===== src/rtl/stmwf_pkg.sv =====
// Shared types, constants and step codes for the trimmed-mean weighted filter.
`default_nettype none

package stmwf_pkg;

  localparam int CHANNELS     = 4;
  localparam int WINDOW_LEN   = 8;
  localparam int HISTORY_TAPS = 3;

  localparam int CHAN_W   = 2;
  localparam int SAMPLE_W = 12;
  localparam int VAL_W    = 13;
  localparam int LIMIT_W  = 8;

  localparam logic [LIMIT_W-1:0] DEADBAND_RESET = 8'd5;

  localparam int CH_IDX_W   = (CHANNELS > 1) ? $clog2(CHANNELS) : 1;
  localparam int SORT_CNT_W = $clog2(WINDOW_LEN);

  // /3 of a three-sample sum below 2^15
  localparam int            DIV3_SHIFT = 17;
  localparam int            DIV3_W     = 16;
  localparam logic [DIV3_W-1:0] DIV3_MUL = DIV3_W'(((1 << DIV3_SHIFT) + 2) / 3);
  localparam int            SUM3_W     = VAL_W + 2;

  // trimmed mean: drop two lowest and two highest
  localparam int TRIM_CNT   = WINDOW_LEN - 4;
  localparam int MSUM_W     = VAL_W + $clog2(WINDOW_LEN);
  localparam int MEAN_SHIFT = 24;
  localparam int MEAN_MUL_W = 25;
  localparam logic [MEAN_MUL_W-1:0] MEAN_MUL =
    MEAN_MUL_W'(((1 << MEAN_SHIFT) + TRIM_CNT - 1) / TRIM_CNT);

  // recursive weighting
  localparam int TAP_W_OLD  = 2;
  localparam int TAP_W_PREV = 3;
  localparam int TAP_W_NEW  = 6;
  localparam int TAP_W_SUM  = TAP_W_OLD + TAP_W_PREV + TAP_W_NEW;
  localparam int WSUM_W     = VAL_W + 3;
  localparam int FILT_SHIFT = 20;
  localparam int FILT_MUL_W = 17;
  localparam logic [FILT_MUL_W-1:0] FILT_MUL =
    FILT_MUL_W'(((1 << FILT_SHIFT) + TAP_W_SUM - 1) / TAP_W_SUM);

  typedef struct packed {
    logic [CHAN_W-1:0]   channel;
    logic [SAMPLE_W-1:0] first_sample;
    logic [SAMPLE_W-1:0] second_sample;
  } in_item_t;

  typedef struct packed {
    logic [CHAN_W-1:0] out_channel;
    logic [VAL_W-1:0]  trimmed_mean;
    logic [VAL_W-1:0]  filtered_value;
  } out_item_t;

  typedef enum logic [3:0] {
    ST_IDLE,
    ST_SUM,
    ST_SHIFT,
    ST_SORT,
    ST_MSUM,
    ST_MDIV,
    ST_WSUM,
    ST_FDIV,
    ST_OUT
  } state_t;

  typedef struct packed {
    logic load_in;
    logic sum;
    logic shift;
    logic sort_step;
    logic sort_odd;
    logic mean_sum;
    logic mean_div;
    logic wsum;
    logic fdiv;
    logic out_load;
  } cmd_t;

  typedef struct packed {
    logic chan_ok;
    logic out_free;
  } status_t;

endpackage

`default_nettype wire


===== src/rtl/sensor_trimmed_mean_weighted_filter.sv =====
// Top level of the trimmed-mean weighted sensor filter.
// Usage:
//   Input channel in_valid/in_stall/in_data: one request carries a channel
//   index and two raw 12-bit samples. Taken when in_valid is high and
//   in_stall low. in_stall is low only while the block is idle.
//   Output channel out_valid/out_stall/out_data: one result per request with
//   the channel, the trimmed window mean and the weighted filtered value.
//   Config: cfg_wr_en/cfg_wr_data write the 8-bit dead-band limit (reset 5);
//   write only while idle.
// Sequence: an accepted request runs through sum, shift, sort, mean sum,
//   mean divide, weighted sum, filter divide and output load; the next
//   request is taken the cycle after the result is loaded. The sort is
//   odd-even transposition, one pass per cycle.
// A finished result sits in the output register; the block takes the next
//   request while it waits and only holds at the last step if the register
//   is still full when the next result is ready.
// Reset (synchronous) clears all per-channel stores, the window and output
//   history to zero and empties the output register. No clearing pass.
`default_nettype none

module sensor_trimmed_mean_weighted_filter (
  input  wire logic                            clk,
  input  wire logic                            rst,
  input  wire logic                            in_valid,
  output logic                                 in_stall,
  input  wire stmwf_pkg::in_item_t             in_data,
  output logic                                 out_valid,
  input  wire logic                            out_stall,
  output stmwf_pkg::out_item_t                 out_data,
  input  wire logic                            cfg_wr_en,
  input  wire logic [stmwf_pkg::LIMIT_W-1:0]   cfg_wr_data
);
  import stmwf_pkg::*;

  cmd_t    cmd;
  status_t status;

  stmwf_ctrl u_ctrl (
    .clk      (clk),
    .rst      (rst),
    .in_valid (in_valid),
    .in_stall (in_stall),
    .cmd      (cmd),
    .status   (status)
  );

  stmwf_datapath u_datapath (
    .clk         (clk),
    .rst         (rst),
    .cmd         (cmd),
    .status      (status),
    .in_data     (in_data),
    .cfg_wr_en   (cfg_wr_en),
    .cfg_wr_data (cfg_wr_data),
    .out_valid   (out_valid),
    .out_stall   (out_stall),
    .out_data    (out_data)
  );

endmodule

`default_nettype wire


===== src/rtl/stmwf_datapath.sv =====
// Datapath: channel stores, dead-band, window sort, trimmed mean, weighting, output register.
`default_nettype none

module stmwf_datapath (
  input  wire logic                            clk,
  input  wire logic                            rst,
  input  wire stmwf_pkg::cmd_t                 cmd,
  output stmwf_pkg::status_t                   status,
  input  wire stmwf_pkg::in_item_t             in_data,
  input  wire logic                            cfg_wr_en,
  input  wire logic [stmwf_pkg::LIMIT_W-1:0]   cfg_wr_data,
  output logic                                 out_valid,
  input  wire logic                            out_stall,
  output stmwf_pkg::out_item_t                 out_data
);
  import stmwf_pkg::*;

  logic [LIMIT_W-1:0]  deadband;
  logic [CHAN_W-1:0]   ch_r;
  logic [VAL_W-1:0]    s1;
  logic [VAL_W-1:0]    s2;
  logic [VAL_W-1:0]    v;
  logic [VAL_W-1:0]    last_sample    [CHANNELS];
  logic [VAL_W-1:0]    mean_window    [CHANNELS][WINDOW_LEN];
  logic [VAL_W-1:0]    hist_old       [CHANNELS];
  logic [VAL_W-1:0]    hist_prev      [CHANNELS];
  logic [VAL_W-1:0]    sorted         [WINDOW_LEN];
  logic [VAL_W-1:0]    sort_next      [WINDOW_LEN];
  logic [VAL_W-1:0]    row_next       [WINDOW_LEN];
  logic [MSUM_W-1:0]   msum;
  logic [MSUM_W-1:0]   msum_next;
  logic [VAL_W-1:0]    mean;
  logic [WSUM_W-1:0]   wsum;
  logic [VAL_W-1:0]    filt;

  logic [CH_IDX_W-1:0] ch_idx;
  logic [SUM3_W-1:0]   sum3;
  logic [SUM3_W+DIV3_W-1:0]     prod3;
  logic [MSUM_W+MEAN_MUL_W-1:0] prod_mean;
  logic [WSUM_W+FILT_MUL_W-1:0] prod_filt;
  logic [VAL_W-1:0]    prev;
  logic [VAL_W-1:0]    prev2;
  logic [VAL_W-1:0]    diff_new;
  logic [VAL_W-1:0]    diff_old;
  logic [VAL_W:0]      diff_sum;
  logic [VAL_W-1:0]    v_sel;
  logic [WSUM_W-1:0]   wsum_next;

  assign ch_idx = CH_IDX_W'(ch_r);

  assign status.chan_ok  = (int'(in_data.channel) < CHANNELS);
  assign status.out_free = !out_valid || !out_stall;

  // average of the two new samples and the stored one
  assign sum3  = SUM3_W'(s1) + SUM3_W'(s2) + SUM3_W'(last_sample[ch_idx]);
  assign prod3 = (SUM3_W+DIV3_W)'(sum3) * (SUM3_W+DIV3_W)'(DIV3_MUL);

  // dead-band on the newest two window entries
  assign prev     = mean_window[ch_idx][WINDOW_LEN-1];
  assign prev2    = mean_window[ch_idx][WINDOW_LEN-2];
  assign diff_new = (v > prev) ? (v - prev) : (prev - v);
  assign diff_old = (prev > prev2) ? (prev - prev2) : (prev2 - prev);
  assign diff_sum = (VAL_W+1)'(diff_new) + (VAL_W+1)'(diff_old);
  assign v_sel    = (diff_sum < (VAL_W+1)'(deadband)) ? prev : v;

  always_comb begin
    for (int i = 0; i < WINDOW_LEN - 1; i++) begin
      row_next[i] = mean_window[ch_idx][i+1];
    end
    row_next[WINDOW_LEN-1] = v_sel;
  end

  // one odd-even transposition pass; disjoint pairs
  always_comb begin
    sort_next = sorted;
    for (int i = 0; i < WINDOW_LEN - 1; i++) begin
      if (((i % 2) == int'(cmd.sort_odd)) && (sorted[i] > sorted[i+1])) begin
        sort_next[i]   = sorted[i+1];
        sort_next[i+1] = sorted[i];
      end
    end
  end

  always_comb begin
    msum_next = '0;
    for (int i = 2; i < WINDOW_LEN - 2; i++) begin
      msum_next = msum_next + MSUM_W'(sorted[i]);
    end
  end

  assign prod_mean = (MSUM_W+MEAN_MUL_W)'(msum) * (MSUM_W+MEAN_MUL_W)'(MEAN_MUL);

  assign wsum_next = WSUM_W'(hist_old[ch_idx])  * WSUM_W'(TAP_W_OLD)
                   + WSUM_W'(hist_prev[ch_idx]) * WSUM_W'(TAP_W_PREV)
                   + WSUM_W'(mean)              * WSUM_W'(TAP_W_NEW);

  assign prod_filt = (WSUM_W+FILT_MUL_W)'(wsum) * (WSUM_W+FILT_MUL_W)'(FILT_MUL);

  always_ff @(posedge clk) begin
    if (rst) begin
      deadband <= DEADBAND_RESET;
    end else if (cfg_wr_en) begin
      deadband <= cfg_wr_data;
    end
  end

  // per-channel stores
  always_ff @(posedge clk) begin
    if (rst) begin
      for (int c = 0; c < CHANNELS; c++) begin
        last_sample[c] <= '0;
        hist_old[c]    <= '0;
        hist_prev[c]   <= '0;
        for (int k = 0; k < WINDOW_LEN; k++) begin
          mean_window[c][k] <= '0;
        end
      end
    end else begin
      if (cmd.sum) begin
        last_sample[ch_idx] <= s2;
      end
      if (cmd.shift) begin
        mean_window[ch_idx] <= row_next;
      end
      if (cmd.fdiv) begin
        hist_old[ch_idx]  <= hist_prev[ch_idx];
        hist_prev[ch_idx] <= VAL_W'(prod_filt >> FILT_SHIFT);
      end
    end
  end

  // working registers
  always_ff @(posedge clk) begin
    if (cmd.load_in) begin
      ch_r <= in_data.channel;
      s1   <= VAL_W'(in_data.first_sample) + VAL_W'(1);
      s2   <= VAL_W'(in_data.second_sample) + VAL_W'(1);
    end
    if (cmd.sum) begin
      v <= VAL_W'(prod3 >> DIV3_SHIFT);
    end
    if (cmd.shift) begin
      sorted <= row_next;
    end else if (cmd.sort_step) begin
      sorted <= sort_next;
    end
    if (cmd.mean_sum) begin
      msum <= msum_next;
    end
    if (cmd.mean_div) begin
      mean <= VAL_W'(prod_mean >> MEAN_SHIFT);
    end
    if (cmd.wsum) begin
      wsum <= wsum_next;
    end
    if (cmd.fdiv) begin
      filt <= VAL_W'(prod_filt >> FILT_SHIFT);
    end
  end

  // output register: holds a finished request while the receiver stalls
  always_ff @(posedge clk) begin
    if (rst) begin
      out_valid <= 1'b0;
    end else if (cmd.out_load) begin
      out_valid <= 1'b1;
    end else if (!out_stall) begin
      out_valid <= 1'b0;
    end
  end

  always_ff @(posedge clk) begin
    if (cmd.out_load) begin
      out_data.out_channel    <= ch_r;
      out_data.trimmed_mean   <= mean;
      out_data.filtered_value <= filt;
    end
  end

endmodule

`default_nettype wire


===== src/rtl/stmwf_ctrl.sv =====
// Controller: sequences one request through the datapath steps.
`default_nettype none

module stmwf_ctrl (
  input  wire logic               clk,
  input  wire logic               rst,
  input  wire logic               in_valid,
  output logic                    in_stall,
  output stmwf_pkg::cmd_t         cmd,
  input  wire stmwf_pkg::status_t status
);
  import stmwf_pkg::*;

  localparam logic [SORT_CNT_W-1:0] SORT_LAST = SORT_CNT_W'(WINDOW_LEN - 1);

  state_t                state;
  state_t                state_next;
  logic [SORT_CNT_W-1:0] sort_cnt;
  logic [SORT_CNT_W-1:0] sort_cnt_next;

  always_ff @(posedge clk) begin
    if (rst) begin
      state    <= ST_IDLE;
      sort_cnt <= '0;
    end else begin
      state    <= state_next;
      sort_cnt <= sort_cnt_next;
    end
  end

  always_comb begin
    state_next    = state;
    sort_cnt_next = sort_cnt;
    cmd           = '0;
    in_stall      = 1'b1;
    case (state)
      ST_IDLE: begin
        in_stall = 1'b0;
        if (in_valid) begin
          cmd.load_in = 1'b1;
          // unknown channel: request dropped, only the input registers are loaded
          if (status.chan_ok) begin
            state_next = ST_SUM;
          end
        end
      end
      ST_SUM: begin
        cmd.sum    = 1'b1;
        state_next = ST_SHIFT;
      end
      ST_SHIFT: begin
        cmd.shift     = 1'b1;
        sort_cnt_next = '0;
        state_next    = ST_SORT;
      end
      ST_SORT: begin
        cmd.sort_step = 1'b1;
        cmd.sort_odd  = sort_cnt[0];
        sort_cnt_next = sort_cnt + SORT_CNT_W'(1);
        if (sort_cnt == SORT_LAST) begin
          state_next = ST_MSUM;
        end
      end
      ST_MSUM: begin
        cmd.mean_sum = 1'b1;
        state_next   = ST_MDIV;
      end
      ST_MDIV: begin
        cmd.mean_div = 1'b1;
        state_next   = ST_WSUM;
      end
      ST_WSUM: begin
        cmd.wsum   = 1'b1;
        state_next = ST_FDIV;
      end
      ST_FDIV: begin
        cmd.fdiv   = 1'b1;
        state_next = ST_OUT;
      end
      ST_OUT: begin
        if (status.out_free) begin
          cmd.out_load = 1'b1;
          state_next   = ST_IDLE;
        end
      end
      default: begin
        state_next = ST_IDLE;
      end
    endcase
  end

  a_one_step: assert property (@(posedge clk) disable iff (rst)
    $onehot0({cmd.load_in, cmd.sum, cmd.shift, cmd.sort_step, cmd.mean_sum,
              cmd.mean_div, cmd.wsum, cmd.fdiv, cmd.out_load}))
    else $error("more than one datapath step in a cycle");

  a_start: assert property (@(posedge clk) disable iff (rst)
    (cmd.load_in && status.chan_ok) |=> (state == ST_SUM))
    else $error("accepted request did not start processing");

  a_sort_len: assert property (@(posedge clk) disable iff (rst)
    (state == ST_MSUM) |-> ($past(state) == ST_SORT && $past(sort_cnt) == SORT_LAST))
    else $error("sort left before all passes");

  a_out_room: assert property (@(posedge clk) disable iff (rst)
    cmd.out_load |-> status.out_free)
    else $error("output register overwritten while held");

  a_no_accept_busy: assert property (@(posedge clk) disable iff (rst)
    (state != ST_IDLE) |-> !cmd.load_in)
    else $error("input loaded while busy");

endmodule

`default_nettype wire


===== config.mk =====
export PLATFORM = sky130hd
export DESIGN_NAME = sensor_trimmed_mean_weighted_filter
export DESIGN_NICKNAME = d
export VERILOG_FILES = /design/src/rtl/stmwf_pkg.sv /design/src/rtl/sensor_trimmed_mean_weighted_filter.sv /design/src/rtl/stmwf_datapath.sv /design/src/rtl/stmwf_ctrl.sv
export SDC_FILE = /design/constraint.sdc
export NUM_CORES = 2
export LEC_CHECK = 0
export ABC_AREA = 0
export BUFFER_PORTS_ARGS = -buffer_cell sky130_fd_sc_hd__buf_2
export CAP_MARGIN = 20
export CELL_PAD_IN_SITES_DETAIL_PLACEMENT = 1
export CELL_PAD_IN_SITES_GLOBAL_PLACEMENT = 2
export CORE_MARGIN = 2
export CORE_UTILIZATION = 41
export DETAILED_ROUTE_END_ITERATION = 8
export PLACE_DENSITY_LB_ADDON = 0.12
export SLEW_MARGIN = 15
export SYNTH_ARGS = -nofsm -noshare
export SYNTH_HDL_FRONTEND = slang
export SYNTH_SLANG_ARGS = --single-unit

===== constraint.sdc =====
create_clock -name clk -period 8.4 [get_ports clk]
set_clock_uncertainty 0.1 [all_clocks]
set_input_delay 1.68 -clock clk [delete_from_list [all_inputs] [get_ports clk]]
set_output_delay 1.68 -clock clk [all_outputs]
set_load 0.01 [all_outputs]

==> results.txt <==
For this configuration, the core starts out at a cell density of 41.22%. The largest individual stage delay along the critical path comes from the cell fa_1. The worst stage delay on the critical path came out at 530 ps. The data required time at the worst endpoint came out at 8730 ps. The floorplan die area is 125000 sq um. The vertical die dimension came out at 353.6 um. The number of vias per cell came out at 5.344. Counting every instance in the synthesized netlist gives 4300. The aggregate global-route resource usage is 21.81%. The total of fill cells in the finished design came out at 12730. The HPWL after detailed placement is 96510 um. Yosys attributes the largest share of cell area to edfxtp_1, ha_1, fa_1, mux4_2, inv_1. The peak fanout along the critical path is 3.

The synthesized design spends more area on one cell type than any other, namely edfxtp_1. The most repeated library cell on the critical path is a21oi_2. The placed standard-cell area came out at 53310 sq um. The count of distinct cell types in the synthesized netlist came out at 72. The final-report max-slew violation count is 0. The worst-case headroom to the max-slew limit came out at 31.28%. The area growth from synthesis to final layout came out at 12.88%. The placer congestion estimate is 0.8176.

The finished cells cover 56560 sq um. The die width is 353.6 um. The number of top-level pins came out at 69. The worst setup path is of the reg -> reg kind.

At the pin with the least slew margin, the transition time is 1028 ps. The number of synthesized flops with an enable pin came out at 748. For this run, the leading register cell type out of synthesis is edfxtp_1. The maximum number of pins on one net before global-route repair came out at 105. The area fraction of the dominant cell type after synthesis is 44.83%. The worst setup path is captured at a flip-flop.

The number of buffers added by the clock tree synthesis step came out at 91. The number of synthesis warnings came out at 0. The DRC violation count after routing is 0. In the synthesized netlist, the cells that appear most often are edfxtp_1, inv_1, ha_1, nor2_1, nand2_1. The global-route wire length before repair is 211300 um.

For this block, the via count after detailed routing is 32972. The count of antenna-violating nets left after detailed routing is 0. The run finished with clean final reports. The via count of the first global-routing pass came out at 35957. The final number of setup-violating endpoints is 0. The number of optimization iterations in the first detailed-route pass is 5. The count of state elements after synthesis is 766. The category of the worst setup path launch point is a flip-flop.

The root buffer cell chosen for the clock tree is clkbuf_16. The mean post-synth cell area came out at 11.65 sq um. Input and output buffers added on the ports amount to 68. The async set-reset flop share out of synthesis came out at 0%. The clock-pin slew of the registers on the worst-case setup and hold paths is 60 ps. The starting DRC count in detailed routing came out at 1675. The total number of placement rows came out at 128. The CTS tree is done.

The clock sink count came out at 766. Of the synthesized area, sequential elements account for 45.55%. The wire length per cell came out at 21.94 um. The post-synthesis instance area came out at 50100 sq um. For this run, the post-layout net count is 5209. The tool flagged a number of max-cap violations equal to 0. The core area is 121600 sq um. The diode insertion count for antenna repair is 0. The initial antenna violation count came out at 0. Setup repair after global routing could not meet its margin everywhere. Summed over all layers, the global routing overflow is 0. The clock passes through at most 3 buffers. The data arrival time at the worst-slack endpoint is 8700 ps.

The worst hold-check path type is reg -> reg. The number of H-tree levels is 3. The layout cell share with drive strength beyond 1 is 13.20%. Summing all flip-flop and latch instances after layout gives 22830 sq um. The clock network latency to the later pin of the worst-skew pair came out at 700 ps. The area used by multi-input combinational logic is 24900 sq um. Summed over all layers, the routed wires come to 135400 um. After routing, the total negative slack on setup checks comes to 0 ps.

The synthesized netlist net count came out at 5036. The quantity of hold-fixing buffers added after cts came out at 0. The final critical delay including setup and external delays is 8367 ps. The share of the clock period used by the worst path came out at 99.61%. Static timing analysis puts the maximum clock frequency at 119.5 MHz. Among all cell types in the netlist, the one instantiated most often is edfxtp_1. The number of failing hold endpoints at the final stage came out at 0.
## worst max-delay path, delay by kind of cell (launching register included)
family,cells,cell delay (ps)
adder cells (fa/ha/maj),9,3450
AO/OA/AOI/OAI,16,2570
flip-flops,1,400
XOR/XNOR,3,470
AND/OR/NAND/NOR,3,620
buffers and inverters,5,530
## area by class of cell
class                   count  area share (%)
clock buffers             121           4.318
clock inverters            44          0.7942
well taps                1625           3.595
inverters                 547           3.630
repair buffers            253           3.261
multi-input cells        2814           44.03
flip-flops and latches    766           40.37
## logic make-up (layout without fill, tap and decap cells)
family	after synthesis	count (layout)	synth area share (%)
and+or+nand+nor	1142	1142	10.86
DFF	766	766	45.55
buffers and inverters	720	965	5.519
adders and majority gates	697	697	20.48
AOI/OAI and AO/OA	634	634	8.464
muxes	195	195	6.571
xor gates and xnor gates	146	146	2.552
## per-stage QoR
| stage | std cells | setup slack [ps] | hold slack [ps] | utilization, % |
|---|---|---|---|---|
| global placement | 5991 | -528.6 | 302.1 | 43.86 |
| finish | 6170 | 33.01 | 298.7 | 46.53 |
| global route | 6170 | -390.1 | 303.4 | 46.53 |
| floorplan | 4300 | 8.209 | 300.3 | - |
| CTS | 6162 | 5.398 | 298.6 | 46.36 |
| detailed placement | 5991 | -680.1 | 305.2 | 43.86 |
## metal layers
metal | vias up | share of wire (%) | GRT usage, %
li1 | 15569 | - | -
met2 | 420 | 49 | 37.22
met1 | 16822 | 46 | 29.55
met3 | 161 | 3.0 | 2.763
met4 | 0 | 2.1 | 5.200
met5 | - | 0 | 0
## worst paths after layout
path | start | to | slack (ps) | cells after the start
worst max-delay path | u_datapath.s2[0]$_DFFE_PP_ | u_datapath.v[11]$_DFFE_PP_ | 30 | 36
worst min register to register | u_datapath.msum[11]$_DFFE_PP_ | u_datapath.mean[9]$_DFFE_PP_ | 300 | 0
worst max register to register | u_datapath.s2[0]$_DFFE_PP_ | u_datapath.v[11]$_DFFE_PP_ | 30 | 36
worst min-delay path | u_datapath.msum[11]$_DFFE_PP_ | u_datapath.mean[9]$_DFFE_PP_ | 300 | 0
## state kept, by name (all words and copies together) (netlist names), 16 cells and up, named ones only
signal                  flops
u_datapath.out_data        28
u_datapath.last_sample     52
u_datapath.hist_prev       52
u_datapath.sorted         104
u_datapath.wsum            16
u_datapath.mean_window    364
u_datapath.hist_old        52
## placed cells by master (no fill, tap or decap), types with 96 or more instances in the layout
master,synthesis,layout
and2_1,215,214
edfxtp_1,748,748
nor2_1,369,366
a21oi_1,137,126
buf_4,9,173
inv_1,547,546
fa_1,205,203
nand3_1,97,96
nand2_1,243,235
o21ai_0,116,113
ha_1,492,485
mux4_2,104,104
## timing repair
| action | CTS | global route |
|---|---|---|
| pin swaps | 21 | 9 |
| setup endpoints to repair | 13 | 77 |
| gates resized for setup | 21 | 27 |
| buffers inserted | 6 | 6 |
Power is left out: the tool's default activity adds up to more than one toggle a clock period on the data nets, which glitch-free logic cannot reach.
